[src/rtl/core/sef_pkg.sv]
// Shared types and constants for the silhouette edge finder.
package sef_pkg;

  localparam int SEF_MAX_VERTICES = 64;
  localparam int COORD_W          = 16;
  localparam int INDEX_W          = 6;
  localparam int CFG_IDX_W        = 1;
  localparam int PROD_W           = 35;  // 17-bit normal times 18-bit doubled offset

  localparam logic [CFG_IDX_W-1:0] CFG_LIGHT_X = 1'd0;
  localparam logic [CFG_IDX_W-1:0] CFG_LIGHT_Y = 1'd1;

  typedef logic signed [COORD_W-1:0] coord_t;
  typedef logic signed [PROD_W-1:0]  prod_t;
  typedef logic [INDEX_W-1:0]        index_t;

  // Per-item control carried down the pipe.
  typedef struct packed {
    logic   last;      // final vertex of the hull
    logic   first_v;   // vertex 0 of the hull
    logic   second_v;  // vertex 1 of the hull
    index_t idx;       // index of this vertex
    index_t idx_m1;    // index of the previous vertex
  } sef_ctrl_t;

  typedef struct packed {
    sef_ctrl_t ctrl;
    coord_t    vx;
    coord_t    vy;
    coord_t    px;
    coord_t    py;
    coord_t    fx;
    coord_t    fy;
  } sef_vtx_t;

  // Partial products of both edge tests: edge into this vertex and closing edge.
  typedef struct packed {
    sef_ctrl_t ctrl;
    prod_t     e_nx;
    prod_t     e_ny;
    prod_t     c_nx;
    prod_t     c_ny;
  } sef_prod_t;

endpackage

[src/rtl/core/sef_if.sv]
// Valid/ready channel interfaces for vertex items and result items.
interface sef_in_if import sef_pkg::*; ();
  logic   valid;
  logic   ready;
  coord_t vertex_x;
  coord_t vertex_y;
  logic   last_vertex;

  modport source (output valid, output vertex_x, output vertex_y, output last_vertex,
                  input ready);
  modport sink (input valid, input vertex_x, input vertex_y, input last_vertex,
                output ready);
endinterface

interface sef_out_if import sef_pkg::*; ();
  logic   valid;
  logic   ready;
  index_t start_index;
  index_t end_index;

  modport source (output valid, output start_index, output end_index, input ready);
  modport sink (input valid, input start_index, input end_index, output ready);
endinterface

[src/rtl/core/sef_front.sv]
// Input stage: vertex counter, first and previous vertex, input register.
module sef_front import sef_pkg::*; #(
  parameter int MAX_VERTICES = SEF_MAX_VERTICES
) (
  input  logic        clk,
  input  logic        rst_n,
  sef_in_if.sink      in_ch,
  input  logic        s2_free,
  output logic        v1,
  output sef_vtx_t    s1
);

  localparam int CNT_W = $clog2(MAX_VERTICES);

  logic [CNT_W-1:0] cnt_r, cnt_nxt;
  coord_t           first_x_r, first_x_nxt, first_y_r, first_y_nxt;
  coord_t           prev_x_r, prev_x_nxt, prev_y_r, prev_y_nxt;
  logic             v1_r, v1_nxt;
  sef_vtx_t         s1_r, s1_nxt;
  logic             accept;
  logic             is_first;

  assign in_ch.ready = !v1_r || s2_free;
  assign accept      = in_ch.valid && in_ch.ready;
  assign is_first    = (cnt_r == '0);

  always_comb begin
    cnt_nxt     = cnt_r;
    first_x_nxt = first_x_r;
    first_y_nxt = first_y_r;
    prev_x_nxt  = prev_x_r;
    prev_y_nxt  = prev_y_r;
    s1_nxt      = s1_r;
    v1_nxt      = v1_r;
    if (accept) begin
      v1_nxt               = 1'b1;
      s1_nxt.vx            = in_ch.vertex_x;
      s1_nxt.vy            = in_ch.vertex_y;
      s1_nxt.px            = prev_x_r;
      s1_nxt.py            = prev_y_r;
      s1_nxt.fx            = is_first ? in_ch.vertex_x : first_x_r;
      s1_nxt.fy            = is_first ? in_ch.vertex_y : first_y_r;
      s1_nxt.ctrl.last     = in_ch.last_vertex;
      s1_nxt.ctrl.first_v  = is_first;
      s1_nxt.ctrl.second_v = (cnt_r == CNT_W'(1));
      s1_nxt.ctrl.idx      = INDEX_W'(cnt_r);
      s1_nxt.ctrl.idx_m1   = INDEX_W'(CNT_W'(cnt_r - 1'b1));
      if (in_ch.last_vertex) begin
        // hull done: start over
        cnt_nxt     = '0;
        first_x_nxt = '0;
        first_y_nxt = '0;
        prev_x_nxt  = '0;
        prev_y_nxt  = '0;
      end else begin
        if (is_first) begin
          first_x_nxt = in_ch.vertex_x;
          first_y_nxt = in_ch.vertex_y;
        end
        prev_x_nxt = in_ch.vertex_x;
        prev_y_nxt = in_ch.vertex_y;
        if (cnt_r < CNT_W'(MAX_VERTICES - 1)) begin
          cnt_nxt = cnt_r + 1'b1;
        end
      end
    end else if (s2_free) begin
      v1_nxt = 1'b0;
    end
  end

  always_ff @(posedge clk) begin
    if (!rst_n) begin
      cnt_r     <= '0;
      first_x_r <= '0;
      first_y_r <= '0;
      prev_x_r  <= '0;
      prev_y_r  <= '0;
      v1_r      <= 1'b0;
    end else begin
      cnt_r     <= cnt_nxt;
      first_x_r <= first_x_nxt;
      first_y_r <= first_y_nxt;
      prev_x_r  <= prev_x_nxt;
      prev_y_r  <= prev_y_nxt;
      v1_r      <= v1_nxt;
    end
  end

  always_ff @(posedge clk) begin
    s1_r <= s1_nxt;
  end

  assign v1 = v1_r;
  assign s1 = s1_r;

endmodule

[src/rtl/core/sef_edge.sv]
// Product stage: light registers and the partial products of both edge tests.
module sef_edge import sef_pkg::*; (
  input  logic                 clk,
  input  logic                 rst_n,
  input  logic                 cfg_we,
  input  logic [CFG_IDX_W-1:0] cfg_index,
  input  logic [COORD_W-1:0]   cfg_data,
  input  logic                 v1,
  input  sef_vtx_t             s1,
  input  logic                 out_free,
  output logic                 s2_free,
  output logic                 fire2,
  output sef_prod_t            s2
);

  coord_t    light_x_r, light_y_r;
  logic      v2_r, v2_nxt;
  sef_prod_t s2_r, s2_nxt;
  logic      take1;

  logic signed [16:0] e_nx, e_ny, c_nx, c_ny;
  logic signed [17:0] e_dx, e_dy, c_dx, c_dy;
  logic [17:0]        lx2, ly2;

  // Only a final vertex needs room in the result register.
  assign fire2   = v2_r && (!s2_r.ctrl.last || out_free);
  assign s2_free = !v2_r || fire2;
  assign take1   = v1 && s2_free;

  always_ff @(posedge clk) begin
    if (!rst_n) begin
      light_x_r <= '0;
      light_y_r <= '0;
    end else if (cfg_we) begin
      unique case (cfg_index)
        CFG_LIGHT_X: light_x_r <= cfg_data;
        CFG_LIGHT_Y: light_y_r <= cfg_data;
      endcase
    end
  end

  // N = (a.y - b.y, b.x - a.x), D = 2*light - (a + b)
  always_comb begin
    lx2  = {light_x_r[15], light_x_r, 1'b0};
    ly2  = {light_y_r[15], light_y_r, 1'b0};
    // edge prev -> this vertex
    e_nx = {s1.py[15], s1.py} - {s1.vy[15], s1.vy};
    e_ny = {s1.vx[15], s1.vx} - {s1.px[15], s1.px};
    e_dx = lx2 - ({{2{s1.px[15]}}, s1.px} + {{2{s1.vx[15]}}, s1.vx});
    e_dy = ly2 - ({{2{s1.py[15]}}, s1.py} + {{2{s1.vy[15]}}, s1.vy});
    // closing edge this vertex -> first
    c_nx = {s1.vy[15], s1.vy} - {s1.fy[15], s1.fy};
    c_ny = {s1.fx[15], s1.fx} - {s1.vx[15], s1.vx};
    c_dx = lx2 - ({{2{s1.vx[15]}}, s1.vx} + {{2{s1.fx[15]}}, s1.fx});
    c_dy = ly2 - ({{2{s1.vy[15]}}, s1.vy} + {{2{s1.fy[15]}}, s1.fy});
  end

  always_comb begin
    s2_nxt = s2_r;
    v2_nxt = v2_r;
    if (take1) begin
      v2_nxt      = 1'b1;
      s2_nxt.ctrl = s1.ctrl;
      s2_nxt.e_nx = prod_t'(e_nx) * prod_t'(e_dx);
      s2_nxt.e_ny = prod_t'(e_ny) * prod_t'(e_dy);
      s2_nxt.c_nx = prod_t'(c_nx) * prod_t'(c_dx);
      s2_nxt.c_ny = prod_t'(c_ny) * prod_t'(c_dy);
    end else if (fire2) begin
      v2_nxt = 1'b0;
    end
  end

  always_ff @(posedge clk) begin
    if (!rst_n) begin
      v2_r <= 1'b0;
    end else begin
      v2_r <= v2_nxt;
    end
  end

  always_ff @(posedge clk) begin
    s2_r <= s2_nxt;
  end

  assign s2 = s2_r;

endmodule

[src/rtl/core/sef_track.sv]
// Result stage: facing signs, transition tracking and the result register.
module sef_track import sef_pkg::*; (
  input  logic      clk,
  input  logic      rst_n,
  input  logic      fire2,
  input  sef_prod_t s2,
  output logic      out_free,
  sef_out_if.source out_ch
);

  logic   first_back_r, first_back_nxt;
  logic   prev_back_r, prev_back_nxt;
  index_t run_start_r, run_start_nxt;
  index_t run_end_r, run_end_nxt;
  logic   out_valid_r, out_valid_nxt;
  index_t out_start_r, out_start_nxt;
  index_t out_end_r, out_end_nxt;

  logic signed [PROD_W:0] e_sum, c_sum;
  logic                   e_back, c_back;
  logic                   fb, pb;
  index_t                 rs, re;

  assign out_free = !out_valid_r || out_ch.ready;

  always_comb begin
    e_sum  = (PROD_W+1)'(s2.e_nx) + (PROD_W+1)'(s2.e_ny);
    c_sum  = (PROD_W+1)'(s2.c_nx) + (PROD_W+1)'(s2.c_ny);
    // zero counts as facing the light
    e_back = !e_sum[PROD_W] && (e_sum != '0);
    c_back = !c_sum[PROD_W] && (c_sum != '0);

    fb = first_back_r;
    pb = prev_back_r;
    rs = run_start_r;
    re = run_end_r;

    if (s2.ctrl.first_v) begin
      rs = '0;
      re = '0;
    end else begin
      if (s2.ctrl.second_v) begin
        fb = e_back;
      end else begin
        if (pb && !e_back) re = s2.ctrl.idx_m1;
        if (!pb && e_back) rs = s2.ctrl.idx_m1;
      end
      pb = e_back;
    end

    if (s2.ctrl.last) begin
      if (s2.ctrl.first_v) begin
        fb = c_back;
      end else begin
        if (pb && !c_back) re = s2.ctrl.idx;
        if (!pb && c_back) rs = s2.ctrl.idx;
      end
      // wrap from closing edge to edge 0
      if (c_back && !fb) re = '0;
      if (!c_back && fb) rs = '0;
    end

    first_back_nxt = first_back_r;
    prev_back_nxt  = prev_back_r;
    run_start_nxt  = run_start_r;
    run_end_nxt    = run_end_r;
    out_start_nxt  = out_start_r;
    out_end_nxt    = out_end_r;
    out_valid_nxt  = out_valid_r && !out_ch.ready;

    if (fire2) begin
      if (s2.ctrl.last) begin
        out_valid_nxt  = 1'b1;
        out_start_nxt  = rs;
        out_end_nxt    = re;
        first_back_nxt = 1'b0;
        prev_back_nxt  = 1'b0;
        run_start_nxt  = '0;
        run_end_nxt    = '0;
      end else begin
        first_back_nxt = fb;
        prev_back_nxt  = pb;
        run_start_nxt  = rs;
        run_end_nxt    = re;
      end
    end
  end

  always_ff @(posedge clk) begin
    if (!rst_n) begin
      first_back_r <= 1'b0;
      prev_back_r  <= 1'b0;
      run_start_r  <= '0;
      run_end_r    <= '0;
      out_valid_r  <= 1'b0;
    end else begin
      first_back_r <= first_back_nxt;
      prev_back_r  <= prev_back_nxt;
      run_start_r  <= run_start_nxt;
      run_end_r    <= run_end_nxt;
      out_valid_r  <= out_valid_nxt;
    end
  end

  always_ff @(posedge clk) begin
    out_start_r <= out_start_nxt;
    out_end_r   <= out_end_nxt;
  end

  assign out_ch.valid       = out_valid_r;
  assign out_ch.start_index = out_start_r;
  assign out_ch.end_index   = out_end_r;

endmodule

[src/rtl/core/silhouette_edge_finder.sv]
// Top level of the silhouette edge finder for a convex hull and a point light.
//
//   port     dir  handshake      carries
//   in_ch    in   valid/ready    vertex_x, vertex_y, last_vertex
//   out_ch   out  valid/ready    start_index, end_index (on a last vertex only)
//   cfg_*    in   cfg_we         light_x (index 0), light_y (index 1)
//
// One vertex item per cycle unless a waiting result stalls the pipe; a result passes through
// the input register, product register and result register after its last vertex is accepted.
// Four 17x18 products per item run in parallel in the product stage.
// Synchronous active-low reset clears the light, hull state, run indices and valid bits.
// A waiting result holds a last vertex in the product register; one more vertex waits
// in the input register and the input then stalls until the result is taken.
module silhouette_edge_finder import sef_pkg::*; #(
  parameter int MAX_VERTICES = SEF_MAX_VERTICES
) (
  input  logic                 clk,
  input  logic                 rst_n,
  sef_in_if.sink               in_ch,
  sef_out_if.source            out_ch,
  input  logic                 cfg_we,
  input  logic [CFG_IDX_W-1:0] cfg_index,
  input  logic [COORD_W-1:0]   cfg_data
);

  logic      v1;
  sef_vtx_t  s1;
  logic      s2_free;
  logic      fire2;
  sef_prod_t s2;
  logic      out_free;

  sef_front #(
    .MAX_VERTICES(MAX_VERTICES)
  ) u_front (
    .clk     (clk),
    .rst_n   (rst_n),
    .in_ch   (in_ch),
    .s2_free (s2_free),
    .v1      (v1),
    .s1      (s1)
  );

  sef_edge u_edge (
    .clk       (clk),
    .rst_n     (rst_n),
    .cfg_we    (cfg_we),
    .cfg_index (cfg_index),
    .cfg_data  (cfg_data),
    .v1        (v1),
    .s1        (s1),
    .out_free  (out_free),
    .s2_free   (s2_free),
    .fire2     (fire2),
    .s2        (s2)
  );

  sef_track u_track (
    .clk      (clk),
    .rst_n    (rst_n),
    .fire2    (fire2),
    .s2       (s2),
    .out_free (out_free),
    .out_ch   (out_ch)
  );

endmodule
[src/flat_wrapper.sv]
// flat-port wrapper written by rule: the top's interface ports become plain ports
module silhouette_edge_finder_flat import sef_pkg::*;
#(
  parameter int MAX_VERTICES = SEF_MAX_VERTICES
)
  (clk, rst_n, cfg_we, cfg_index, cfg_data, in_ch_valid, in_ch_vertex_x, in_ch_vertex_y, in_ch_last_vertex, in_ch_ready, out_ch_valid, out_ch_start_index, out_ch_end_index, out_ch_ready);
  sef_in_if in_ch_i ();
  sef_out_if out_ch_i ();
  input  logic clk;
  input  logic rst_n;
  input  logic cfg_we;
  input  logic [CFG_IDX_W-1:0] cfg_index;
  input  logic [COORD_W-1:0] cfg_data;
  input wire logic [$bits(in_ch_i.valid)-1:0] in_ch_valid;
  input wire logic [$bits(in_ch_i.vertex_x)-1:0] in_ch_vertex_x;
  input wire logic [$bits(in_ch_i.vertex_y)-1:0] in_ch_vertex_y;
  input wire logic [$bits(in_ch_i.last_vertex)-1:0] in_ch_last_vertex;
  output wire logic [$bits(in_ch_i.ready)-1:0] in_ch_ready;
  output wire logic [$bits(out_ch_i.valid)-1:0] out_ch_valid;
  output wire logic [$bits(out_ch_i.start_index)-1:0] out_ch_start_index;
  output wire logic [$bits(out_ch_i.end_index)-1:0] out_ch_end_index;
  input wire logic [$bits(out_ch_i.ready)-1:0] out_ch_ready;
  assign in_ch_i.valid = in_ch_valid;
  assign in_ch_i.vertex_x = in_ch_vertex_x;
  assign in_ch_i.vertex_y = in_ch_vertex_y;
  assign in_ch_i.last_vertex = in_ch_last_vertex;
  assign in_ch_ready = in_ch_i.ready;
  assign out_ch_valid = out_ch_i.valid;
  assign out_ch_start_index = out_ch_i.start_index;
  assign out_ch_end_index = out_ch_i.end_index;
  assign out_ch_i.ready = out_ch_ready;
  silhouette_edge_finder #(.MAX_VERTICES(MAX_VERTICES)) u_core (.clk(clk), .rst_n(rst_n), .in_ch(in_ch_i), .out_ch(out_ch_i), .cfg_we(cfg_we), .cfg_index(cfg_index), .cfg_data(cfg_data));
endmodule
[config.mk]
export PLATFORM = sky130hd
export DESIGN_NAME = silhouette_edge_finder_flat
export DESIGN_NICKNAME = d
export VERILOG_FILES = /design/src/rtl/core/sef_pkg.sv /design/src/rtl/core/sef_if.sv /design/src/rtl/core/sef_front.sv /design/src/rtl/core/sef_edge.sv /design/src/rtl/core/sef_track.sv /design/src/rtl/core/silhouette_edge_finder.sv /design/src/flat_wrapper.sv
export SDC_FILE = /design/constraint.sdc
export NUM_CORES = 2
export LEC_CHECK = 0
export BUFFER_PORTS_ARGS = -buffer_cell sky130_fd_sc_hd__clkbuf_2
export CAP_MARGIN = 10
export CORE_MARGIN = 3
export CORE_UTILIZATION = 30
export DETAILED_ROUTE_END_ITERATION = 6
export SLEW_MARGIN = 20
export SYNTH_ARGS = -nofsm -noshare
export SYNTH_HDL_FRONTEND = slang
export SYNTH_SLANG_ARGS = --single-unit
[constraint.sdc]
create_clock -name clk -period 11.8 [get_ports clk]
set_clock_uncertainty 0.05 [all_clocks]
set_input_delay 1.77 -clock clk [delete_from_list [all_inputs] [get_ports clk]]
set_output_delay 1.77 -clock clk [all_outputs]
set_load 0.03 [all_outputs]
==> results.toml <==
[sta]
worst_pin_slew_ps = 1190
tns_ps = 0
hold_viol_final = 0
setup_violations = 0
fin_crit_sh_pct = 94.3
rsz0062_at_grt = "false"
drv_slew = 0
fin_crit_ps = 11120
slew_headroom_pct = 20.2
fmax_mhz = 89.9

[run_status]
status = "finished, final reports clean"

[routing]
antenna_left = 0
viasPerCell = 4.84
drtIter0Drc = 4058
drc = 0
num_vias = 52300
wl_mm = 215
wl_per_cell_um = 19.9
drt-pass1-iter-count = 6

[floorplan]
die_height_um = 491
ios = 69
start_util_pct = 30.3
die_area_sq_um = 241000
core_area_sq_um = 233000
rows = 177
die_x_um = 491

[logic_synthesis]
synth_flop_cell = "edfxtp_1"
synth_edf_count = 278
synth_fp_nets = 9482
synthTopCellsByArea = "fa_1 37%, edfxtp_1 12%, ha_1 11%, inv_1 8.5%, nor2_1 3.9%"
netlist_area_sq_um = 70700
syn_inst = 7493
synth-seq-area-share_pct = 15.2
yosysTopAreaCellShare_pct = 37.3
yosysWarnings = 0
synthArstFlopShare_pct = 0
syn_area_per_cell_sq_um = 9.43
ys_seq_elements = 397
synth.distinct_cells = 100
yosys.area.top_type = "fa_1"

[clock_network]
cts_tree = "built"
post_cts_buffers = 0
cts_buffers = 50
clk_latency_ps = 680
htree_levels = 2
clock_sinks = 397
cts_root_buf = "clkbuf_16"
cts_hold_buf = 0
cts_resized = 0
clk_pin_slew_ps = 60
cts_buffer_depth = 3

[placed_design]
gp_congestion = 0.950
dp_hpwl_mm = 180
place_area_sq_um = 75600
port_buffers = 68

[global_route]
antenna_found_initial = 35
grt_pass1_wl_mm = 332
gr-total-overflow = 0
grt_pass1_vias = 55300
groute.usage.overall_pct = 17.9
grt_start_max_net_pins = 98

[critical_path]
path_buf_inv = 6
critPathMaxStageDelay_ps = 560
path_class = "flip-flop to flip-flop"
required_ps = 12180
cp-end-kind = "flip-flop"
cp-start-kind = "flip-flop"
r2r_slack_ps = 680
path_max_fanout = 10
cp_slowest_cell = "fa_1"
cp.arrival_ps = 11500
critPathTopFamily = "compound AO/OA/AOI/OAI gates"
crit_path_frequent_cell = "fa_1"

[run]
maxCapViolations = 0

[final_layout]
drive_above_1_share_pct = 5.77
design_area_sq_um = 77500
nets = 9596
areaGrowthSynthToFinish_pct = 9.71

[hold_path]
hold_path.class = "flip-flop to flip-flop"
-- cell families (layout without fill, tap and decap cells) --
| family | count (synthesis) | count (layout) | synth area share, % |
|---|---|---|---|
| muxes | 56 | 56 | 0.912 |
| xor gates and xnor gates | 379 | 379 | 4.70 |
| and+or+nand+nor | 2078 | 2078 | 13.2 |
| buffers and inverters | 1778 | 1933 | 9.49 |
| AOI/OAI and AO/OA | 871 | 871 | 8.32 |
| DFF | 397 | 397 | 15.2 |
| adders and majority gates | 1934 | 1934 | 48.2 |
| other | 0 | 24 | 0 |
-- synthesized netlist by cell type, types with 14 or more instances --
cell type,count
a211oi_1,23
nand4_1,23
clkbuf_1,150
dfxtp_1,119
a21o_1,93
or2_2,22
or3_1,20
and3_1,60
o41ai_1,14
xor2_1,102
fa_1,1317
inv_1,1604
o21ai_0,111
a21boi_0,44
a21oi_1,261
nor2_1,730
o211ai_1,20
and2_1,126
nor2b_1,142
nand2_1,719
ha_1,617
edfxtp_1,278
a211o_1,15
nor3_1,70
mux2_2,40
nand3_1,63
a22oi_1,35
nand2b_1,51
o21bai_1,63
xnor2_1,277
o21a_1,32
-- metrics by stage --
step | setup WS (ps) | hold WS (ps) | instances | util [%]
2_1_floorplan | 1410 | 350 | 7493 | -
3_3_place_gp | 852 | 351 | 10700 | 32.4
3_5_place_dp | 596 | 355 | 10700 | 32.4
4_1_cts | 536 | 354 | 10800 | 33.2
5_1_grt | 145 | 363 | 10800 | 33.2
6_report | 677 | 365 | 10800 | 33.2
-- layout make-up --
class | instances | area, sq um
Antenna cell | 24 | 60.1
Clock buffer | 63 | 1370
Clock inverter | 30 | 399
Fill cell | 24000 | 156000
Inverter | 1606 | 6030
Multi-Input combinational cell | 5318 | 53400
Sequential cell | 397 | 10700
Tap cell | 3132 | 3920
Timing Repair Buffer | 234 | 1590
-- metal layers --
metal | vias to the layer above | GRT usage [%] | wire [um]
met2 | 1791 | 29.4 | 102000
met4 | 2 | 9.46 | 12300
met3 | 405 | 2.49 | 13500
met5 | - | 0 | 7
li1 | 23500 | - | -
met1 | 26600 | 22.7 | 87400
-- path summary, 6_finish.rpt --
kind                                    startpoint                         endpoint  cells after the start
setup / recovery   u_core.u_front.s1[66]$_DFFE_PP_   u_core.u_edge.s2[33]$_DFFE_PP_                     39
hold / removal    u_core.u_front.s1[109]$_DFFE_PP_  u_core.u_edge.s2[153]$_DFFE_PP_                      0
setup reg to reg   u_core.u_front.s1[66]$_DFFE_PP_   u_core.u_edge.s2[33]$_DFFE_PP_                     39
hold reg to reg   u_core.u_front.s1[109]$_DFFE_PP_  u_core.u_edge.s2[153]$_DFFE_PP_                      0
-- state kept, by name (all words and copies together) (netlist names) --
name and count:
u_core.u_front.prev_x_r 16, u_core.u_edge.light_x_r 16, u_core.u_edge.v2_r 1, u_core.u_track.prev_back_r 1, u_core.u_track.first_back_r 1, u_core.u_front.first_y_r 16
u_core.u_front.v1 1, u_core.u_track.out_ch.valid 1, u_core.u_edge.s2 155, u_core.u_track.run_start_r 6, u_core.u_front.prev_y_r 16, u_core.u_track.run_end_r 6
u_core.u_front.first_x_r 16, u_core.u_front.s1 111, u_core.u_track.out_ch.start_index 6, u_core.u_edge.light_y_r 16, u_core.u_track.out_ch.end_index 6, u_core.u_front.cnt_r 6
-- cells in the final DEF (no fill, tap or decap), drive strengths merged, types with 33 or more instances in the layout --
master	n
a21boi	44
a21o	93
a21oi	263
a22oi	35
and2	129
and3	60
buf	167
clkbuf	130
dfxtp	119
edfxtp	278
fa	1317
ha	617
inv	1606
mux2	45
nand2	720
nand2b	52
nand3	63
nor2	730
nor2b	142
nor3	71
o21a	33
o21ai	118
o21bai	64
xnor2	277
xor2	102
Power is left out: the tool's default activity adds up to more than one toggle a clock period on the data nets, which glitch-free logic cannot reach.
